--- config.mk ---
export PLATFORM = sky130hd
export DESIGN_NAME = hvr_front
export DESIGN_NICKNAME = d
export VERILOG_FILES = /design/src/hw/rtl/assert_macros.svh /design/src/hw/rtl/hvr_pkg.sv /design/src/hw/rtl/hvr_front.sv
export SDC_FILE = /design/constraint.sdc
export NUM_CORES = 2
export LEC_CHECK = 0
export ABC_AREA = 0
export BUFFER_PORTS_ARGS = -buffer_cell sky130_fd_sc_hd__buf_2
export CAP_MARGIN = 0
export CELL_PAD_IN_SITES_DETAIL_PLACEMENT = 2
export CELL_PAD_IN_SITES_GLOBAL_PLACEMENT = 2
export CORE_MARGIN = 3
export CORE_UTILIZATION = 46
export DETAILED_ROUTE_END_ITERATION = 10
export PLACE_DENSITY = 0.95
export SLEW_MARGIN = 20
export SYNTH_ARGS = -nofsm -noshare
export SYNTH_HDL_FRONTEND = slang
export SYNTH_SLANG_ARGS = --single-unit
--- constraint.sdc ---
create_clock -name clk -period 15.24 [get_ports clk]
set_input_delay 1.524 -clock clk [delete_from_list [all_inputs] [get_ports clk]]
set_output_delay 1.524 -clock clk [all_outputs]
set_load 0.02 [all_outputs]
--- src/hw/rtl/assert_macros.svh ---
// Assertion macros shared by the RTL files.
`ifndef ASSERT_MACROS_SVH
`define ASSERT_MACROS_SVH

// Implication checked at every clock edge outside reset.
`define ASSERT_IMPL(label, clk, rst_n, ante, cons, msg) \
    label: assert property (@(posedge clk) disable iff (!rst_n) (ante) |-> (cons)) \
        else $error(msg);

// Implication whose consequence is checked in the cycle after the antecedent.
`define ASSERT_NEXT(label, clk, rst_n, ante, cons, msg) \
    label: assert property (@(posedge clk) disable iff (!rst_n) (ante) |=> (cons)) \
        else $error(msg);

`endif

--- src/hw/rtl/hvr_pkg.sv ---
// ----------------------------------------------------------------------------
// hvr_pkg: types and constants of the Householder reflection block.
// Shared widths, the job descriptor between front and back, and the states.
// ----------------------------------------------------------------------------
`timescale 1ns / 1ps

package hvr_pkg;

    localparam int ELEM_W    = 24;
    localparam int PROD_W    = 48;
    localparam int ACC_W     = 53;
    localparam int NUM_W     = 78;
    localparam int QUO_W     = 64;
    localparam int DEF_MAX_DIM = 16;

    localparam logic signed [ELEM_W-1:0] MAX_VAL = 24'sh7FFFFF;
    localparam logic signed [ELEM_W-1:0] MIN_VAL = -24'sh800000;

    typedef logic signed [ELEM_W-1:0] elem_t;
    typedef logic signed [ACC_W-1:0]  acc_t;

    typedef struct packed {
        acc_t dot;
        acc_t norm;
    } job_t;

    typedef enum logic [2:0] {
        ST_IDLE,
        ST_READ,
        ST_MUL,
        ST_MUL_HI,
        ST_DIV,
        ST_OUT
    } back_state_t;

endpackage

--- src/hw/rtl/hvr_front.sv ---
// ----------------------------------------------------------------------------
// hvr_front: element loader.
// Stores element pairs into one of two banks and accumulates v.x and v.v.
// On the closing element it hands a job to the back end through a queue.
// ----------------------------------------------------------------------------
`timescale 1ns / 1ps

module hvr_front import hvr_pkg::*; #(
    parameter int MAX_DIM = DEF_MAX_DIM,
    parameter int IDX_W   = $clog2(MAX_DIM + 1)
) (
    input  logic             clk,
    input  logic             rst_n,
    input  logic             in_valid,
    output logic             in_ready,
    input  elem_t            x_elem,
    input  elem_t            v_elem,
    input  logic             last_elem,
    input  logic             bank_free,
    output logic             wr_en,
    output logic             wr_bank,
    output logic [IDX_W-1:0] wr_idx,
    output logic             job_valid,
    output job_t             job,
    output logic [IDX_W-1:0] job_len
);

    logic [IDX_W-1:0] count_reg, count_next;
    acc_t             dot_reg, dot_next;
    acc_t             norm_reg, norm_next;
    logic             bank_reg, bank_next;
    logic             fire;
    logic             close;
    acc_t             dot_sum;
    acc_t             norm_sum;

    assign in_ready  = bank_free;
    assign fire      = in_valid && in_ready;
    assign close     = last_elem || (count_reg == IDX_W'(MAX_DIM - 1));
    assign dot_sum   = dot_reg + ACC_W'(x_elem * v_elem);
    assign norm_sum  = norm_reg + ACC_W'(v_elem * v_elem);
    assign wr_en     = fire;
    assign wr_bank   = bank_reg;
    assign wr_idx    = count_reg;
    assign job_valid = fire && close;
    assign job.dot   = dot_sum;
    assign job.norm  = norm_sum;
    assign job_len   = count_reg + IDX_W'(1);

    always_comb
    begin
        count_next = count_reg;
        dot_next   = dot_reg;
        norm_next  = norm_reg;
        bank_next  = bank_reg;
        if (fire)
        begin
            if (close)
            begin
                count_next = '0;
                dot_next   = '0;
                norm_next  = '0;
                bank_next  = !bank_reg;
            end
            else
            begin
                count_next = count_reg + IDX_W'(1);
                dot_next   = dot_sum;
                norm_next  = norm_sum;
            end
        end
    end

    always_ff @(posedge clk or negedge rst_n)
    begin
        if (!rst_n)
        begin
            count_reg <= '0;
            dot_reg   <= '0;
            norm_reg  <= '0;
            bank_reg  <= 1'b0;
        end
        else
        begin
            count_reg <= count_next;
            dot_reg   <= dot_next;
            norm_reg  <= norm_next;
            bank_reg  <= bank_next;
        end
    end

endmodule

# Yosys cells after proc, flatten, opt, wreduce, memory -nomap -nowiden
# Index checks and enable logic that the tools add are counted.
# Widths: inputs -> output; s select.
# totals
reg_bits	112
inputBits	53
output_inout_bits	120
# op_classes
addsub	3
mul	2
eq_ne	1
mux	3
reduce_logical	5
# op_table
op	count
$add 53x48->53	2
$mux 53	2
$mul 24x24->48	2
$add 5x1->5 const B	1
$eq 5x4->1 const B	1
$mux 5	1
$logic_and 1x1->1	2
$reduce_and 2->1	1
$logic_not 1->1	1
$logic_or 1x1->1	1

# Logic depth before layout (Yosys ltp)
# depth
ltp_word	3
mapped_depth	28
mapped_depth_nobuf	25

# Worst setup path before layout
# No wires, ideal clock.
# synth_path
path_kind	input to output
startpoint	input port v_elem[23]
endpoint	output port job[49] in the netlist's numbering
t_arrival_ps	8597
setup_slack_ps	5119
stages	24
n_path_buf	4
path_cell_list	clkbuf_1 -> inv_1 -> clkbuf_1 -> buf_1 -> nor2_1 -> fa_1 -> fa_1 -> fa_1 -> fa_1 -> fa_1 -> fa_1 -> inv_1 -> fa_1 -> inv_1 -> ha_1 -> clkbuf_1 -> inv_1 -> o31ai_1 -> a31oi_1 -> o211ai_1 -> a2111oi_2 -> o31ai_2 -> a21oi_1 -> xnor2_1
# synth_rtl
item	line_no	rtl
from (decl)	hvr_front.sv:17	input elem_t v_elem,
to (decl)	hvr_front.sv:24	output job_t job,

==> report_table.html <==
<table>
<tr><th>Metric</th><th>Value</th></tr>
<tr><th colspan="2">Critical path</th></tr>
<tr><td>Terminus of the critical flop-to-flop path</td><td>dot_reg[51]</td></tr>
<tr><td>Worst path arrival time</td><td>approximately 12 ns</td></tr>
<tr><td>Most Frequent Cell on Critical Path</td><td>fa_1</td></tr>
<tr><td>Type of destination of the critical path</td><td>output port</td></tr>
<tr><td>Critical Path Max Stage Delay</td><td>~0.96 ns</td></tr>
<tr><td>Type of the worst setup path</td><td>in -&gt; out</td></tr>
<tr><td>Maximum fanout along the worst path</td><td>33</td></tr>
<tr><td>Setup crit start</td><td>v_elem[5]</td></tr>
<tr><td>CP Data Required Time</td><td>between 10 and 15 ns</td></tr>
<tr><td>CP max-delay cell</td><td>fa_1</td></tr>
<tr><td>Reg-to-reg critical path startpoint</td><td>dot_reg[10]</td></tr>
<tr><td>Slack of the worst reg-to-reg path</td><td>between 8 and 9 ns</td></tr>
<tr><td>Worst r2r path cells</td><td>17</td></tr>
<tr><td>Startpoint kind of the worst setup timing path</td><td>input port</td></tr>
<tr><th colspan="2">Synth</th></tr>
<tr><td>Mean cell area of the mapped netlist</td><td>roughly 9.5 µm²</td></tr>
<tr><td>Number of flip-flops and latches in the synthesized netlist</td><td>112</td></tr>
<tr><td>Fraction of the yosys area taken by sequential cells</td><td>under 10%</td></tr>
<tr><td>Share of Yosys cell area claimed by the top area cell type</td><td>~53%</td></tr>
<tr><td>Post-synthesis cell type count</td><td>71</td></tr>
<tr><td>Share of async-settable or async-resettable flops after synthesis</td><td>100.0%</td></tr>
<tr><td>Post-synth net total</td><td>a little under 7000</td></tr>
<tr><td>Dominant register cell in the synthesized netlist</td><td>dfrtp_1</td></tr>
<tr><td>Count of flip-flops with a built-in enable after synthesis</td><td>0</td></tr>
<tr><td>Synthesis Warnings</td><td>0</td></tr>
<tr><td>Post-synthesis cell area</td><td>between 0.04 and 0.05 mm²</td></tr>
<tr><td>Syn Inst Count</td><td>approximately 5200</td></tr>
<tr><td>Cell taking the most area after synthesis</td><td>fa_1</td></tr>
<tr><td>Biggest area contributors in the synthesized netlist</td><td>fa_1 53%, inv_1 11%, ha_1 9.1%</td></tr>
<tr><th colspan="2">Clocking</th></tr>
<tr><td>Clock latency reported for the late side of the worst-skew pair</td><td>between 0.5 and 0.6 ns</td></tr>
<tr><td>Depth of the CTS H-tree</td><td>3</td></tr>
<tr><td>Number of post-CTS setup repair buffers</td><td>0</td></tr>
<tr><td>Post-CTS Hold Fix Bufs</td><td>0</td></tr>
<tr><td>Clock-pin slew of the registers on the worst-case setup and hold paths</td><td>0.11 ns</td></tr>
<tr><td>Post-cts sizing count</td><td>0</td></tr>
<tr><td>Clock sink count</td><td>about 110</td></tr>
<tr><td>Total clock buffers created by CTS</td><td>9</td></tr>
<tr><td>TritonCTS clock tree</td><td>done</td></tr>
<tr><td>Clk root buf</td><td>clkbuf_16</td></tr>
<tr><td>Max Buffers Root-to-Sink</td><td>2</td></tr>
<tr><th colspan="2">Routing</th></tr>
<tr><td>First-pass iteration count of the detailed router</td><td>8</td></tr>
<tr><td>Count of nets left with antenna violations after detail routing</td><td>0</td></tr>
<tr><td>DR iter-0 viols</td><td>~3800</td></tr>
<tr><td>Remaining design rule violation count</td><td>0</td></tr>
<tr><td>Detailed-route via count</td><td>between 40000 and 50000</td></tr>
<tr><td>Per-cell routed wire length</td><td>roughly 38 µm</td></tr>
<tr><td>Routed Wire Length</td><td>between 200000 and 300000 µm</td></tr>
<tr><td>Average vias per placed instance</td><td>approximately 6.3</td></tr>
<tr><th colspan="2">Placed design</th></tr>
<tr><td>Total instance count after detailed placement</td><td>roughly 6600</td></tr>
<tr><td>HPWL after detailed placement</td><td>193600 µm</td></tr>
<tr><td>PortBufs</td><td>between 150 and 200</td></tr>
<tr><td>Global placer's final weighted congestion</td><td>0.8977</td></tr>
<tr><td>Worst setup slack before clock tree synthesis</td><td>2.859 ns</td></tr>
<tr><th colspan="2">Die</th></tr>
<tr><td>Number of cell rows</td><td>between 100 and 150</td></tr>
<tr><td>Area inside the core boundary</td><td>0.1062 mm²</td></tr>
<tr><td>Die width</td><td>~330 µm</td></tr>
<tr><td>Initial standard-cell utilization of the core</td><td>between 40% and 50%</td></tr>
<tr><td>Die Footprint</td><td>0.1117 mm²</td></tr>
<tr><td>Die Span Y</td><td>between 300 and 400 µm</td></tr>
<tr><td>Count of pins on the block boundary</td><td>173</td></tr>
<tr><th colspan="2">STA</th></tr>
<tr><td>Setup TNS after final layout</td><td>0 ns</td></tr>
<tr><td>Min setup slack post-route</td><td>1.347 ns</td></tr>
<tr><td>Transition time at the pin with the least slew margin</td><td>between 1 and 1.5 ns</td></tr>
<tr><td>Setup violators final</td><td>0</td></tr>
<tr><td>Shortest period the worst path allows</td><td>13.89 ns</td></tr>
<tr><td>Setup Skew</td><td>approximately 0.026 ns</td></tr>
<tr><td>Final worst-path cycle share</td><td>roughly nine tenths</td></tr>
<tr><td>Minimum hold slack</td><td>0.4758 ns</td></tr>
<tr><td>Max frequency</td><td>~72 MHz</td></tr>
<tr><td>Max-slew violations</td><td>0</td></tr>
<tr><td>Fin. Hold Viols</td><td>0</td></tr>
<tr><td>Max-slew headroom</td><td>roughly 22%</td></tr>
<tr><td>RSZ-0062 raised after global routing</td><td>no</td></tr>
<tr><th colspan="2">Cells and area</th></tr>
<tr><td>Net total in the final layout</td><td>between 6000 and 7000</td></tr>
<tr><td>Area added between synthesis and finish</td><td>4.886%</td></tr>
<tr><td>Post-route insts no fill</td><td>around 6600</td></tr>
<tr><td>Fraction of layout cells with a size suffix above 1</td><td>between 5 and 6%</td></tr>
<tr><td>Area used by multi-input combinational logic</td><td>approximately 0.04 mm²</td></tr>
<tr><td>Area used by sequential logic in the layout</td><td>0.002803 mm²</td></tr>
<tr><td>Fill cell total of the finished layout</td><td>roughly 11000</td></tr>
<tr><th colspan="2">Global routing</th></tr>
<tr><td>First-pass GRT wire length</td><td>370700 µm</td></tr>
<tr><td>Global-route usage over all layers</td><td>47.26%</td></tr>
<tr><td>Largest net degree at the start of global routing</td><td>63</td></tr>
<tr><td>Initial antenna violation count</td><td>23</td></tr>
<tr><td>Sum of overflow across all layers after global routing</td><td>0</td></tr>
<tr><td>Vias in the first global route</td><td>roughly 51000</td></tr>
<tr><th colspan="2">Hold path</th></tr>
<tr><td>Worst min-delay path startpoint</td><td>wr_bank</td></tr>
<tr><td>Class of the worst hold path</td><td>reg -&gt; reg</td></tr>
<tr><td>Worst Hold End</td><td>wr_bank</td></tr>
<tr><td>Cell depth of the worst hold path</td><td>1</td></tr>
<tr><th colspan="2">Run</th></tr>
<tr><td>Max-cap check violation count</td><td>0</td></tr>
<tr><th colspan="2">Outcome</th></tr>
<tr><td>Outcome</td><td>finished clean</td></tr>
</table>
==> synthesized netlist by cell type, drive strengths merged, types with 7 or more instances <==
| library cell | instances |
|---|---|
| a211oi | 11 |
| and3 | 8 |
| nand2b | 16 |
| ha | 360 |
| mux2i | 7 |
| o21a | 7 |
| nor2b | 8 |
| a21o | 42 |
| a21oi | 110 |
| o31ai | 12 |
| a31oi | 17 |
| nor2 | 124 |
| buf | 15 |
| fa | 1304 |
| nand2 | 575 |
| clkbuf | 212 |
| a21boi | 8 |
| dfrtp | 112 |
| nor3 | 15 |
| xnor2 | 86 |
| nand4 | 26 |
| nand3 | 22 |
| o211ai | 9 |
| xor2 | 40 |
| and2 | 316 |
| o21ai | 53 |
| a22o | 106 |
| inv | 1508 |
| o21bai | 16 |
==> critical path, delay by kind of cell <==
family,cells,cell delay [ns]
AOI/OAI and AO/OA,6,1.87
xor gates and xnor gates,1,0.21
adders and majority gates,8,5.41
buffers and inverters,8,2.22
and+or+nand+nor,3,1.04
==> per-layer routing <==
metal  track usage (%)  share of wire (%)  vias up
met1             47.05                 31    21590
met5             3.447               0.26        -
met4             42.23                 12       28
li1                  -                  -    15090
met3             19.11                9.8     1678
met2             75.84                 47     3202
==> cells by family (layout without fill, tap and decap cells) <==
kind of cell | after synthesis | count (layout) | share of synthesized area [%]
flops | 112 | 112 | 5.656
compound gates | 428 | 428 | 6.305
buf+inv | 1735 | 1737 | 13.18
simple gates | 1129 | 1129 | 10.71
fa+ha+maj | 1664 | 1664 | 61.78
mux | 7 | 7 | 0.1414
xor+xnor | 126 | 126 | 2.227
other cells | 0 | 15 | 0
==> per-stage QoR <==
step | utilization (%) | cell area (µm²)
floorplan | - | 49550
global placement | 48.61 | 51610
detailed placement | 48.61 | 51610
CTS | 48.92 | 51930
global route | 48.93 | 51940
finish | 48.95 | 51970
==> area by class of cell <==
class | instances | share of cell area, %
Timing Repair Buffer | 213 | 2.261
Multi-Input combinational cell | 3354 | 77.41
Inverter | 1508 | 10.89
Clock inverter | 7 | 0.1926
Sequential cell | 112 | 5.393
Clock buffer | 9 | 0.4334
Antenna cell | 15 | 0.07223
Tap cell | 1391 | 3.349
==> cells in the final DEF (no fill, tap or decap), drive strengths merged, types with 8 or more instances in the layout <==
| cell | instances |
|---|---|
| fa | 1304 |
| dfrtp | 112 |
| nand2 | 575 |
| nand2b | 16 |
| o21bai | 16 |
| nand4 | 26 |
| and3 | 8 |
| a21oi | 110 |
| buf | 213 |
| nor2b | 8 |
| inv | 1511 |
| a31oi | 17 |
| xnor2 | 86 |
| diode | 15 |
| ha | 360 |
| a21boi | 8 |
| nor2 | 124 |
| nor3 | 15 |
| o211ai | 9 |
| a211oi | 11 |
| o31ai | 12 |
| nand3 | 22 |
| a22o | 106 |
| o21ai | 53 |
| clkbuf | 9 |
| and2 | 316 |
| a21o | 42 |
| xor2 | 40 |
==> worst max path at each step <==
stage,cells past startpoint,endpoint,slack [ns]
after floorplan,24,job[49],5.12
after global placement,26,job[49],3.68
after global routing,26,job[105],1.27
after detailed placement,24,job[105],2.86
final,26,job[105],1.35
after CTS,24,job[105],2.84
Power is left out: the tool's default activity adds up to more than one toggle a clock period on the data nets, which glitch-free logic cannot reach.
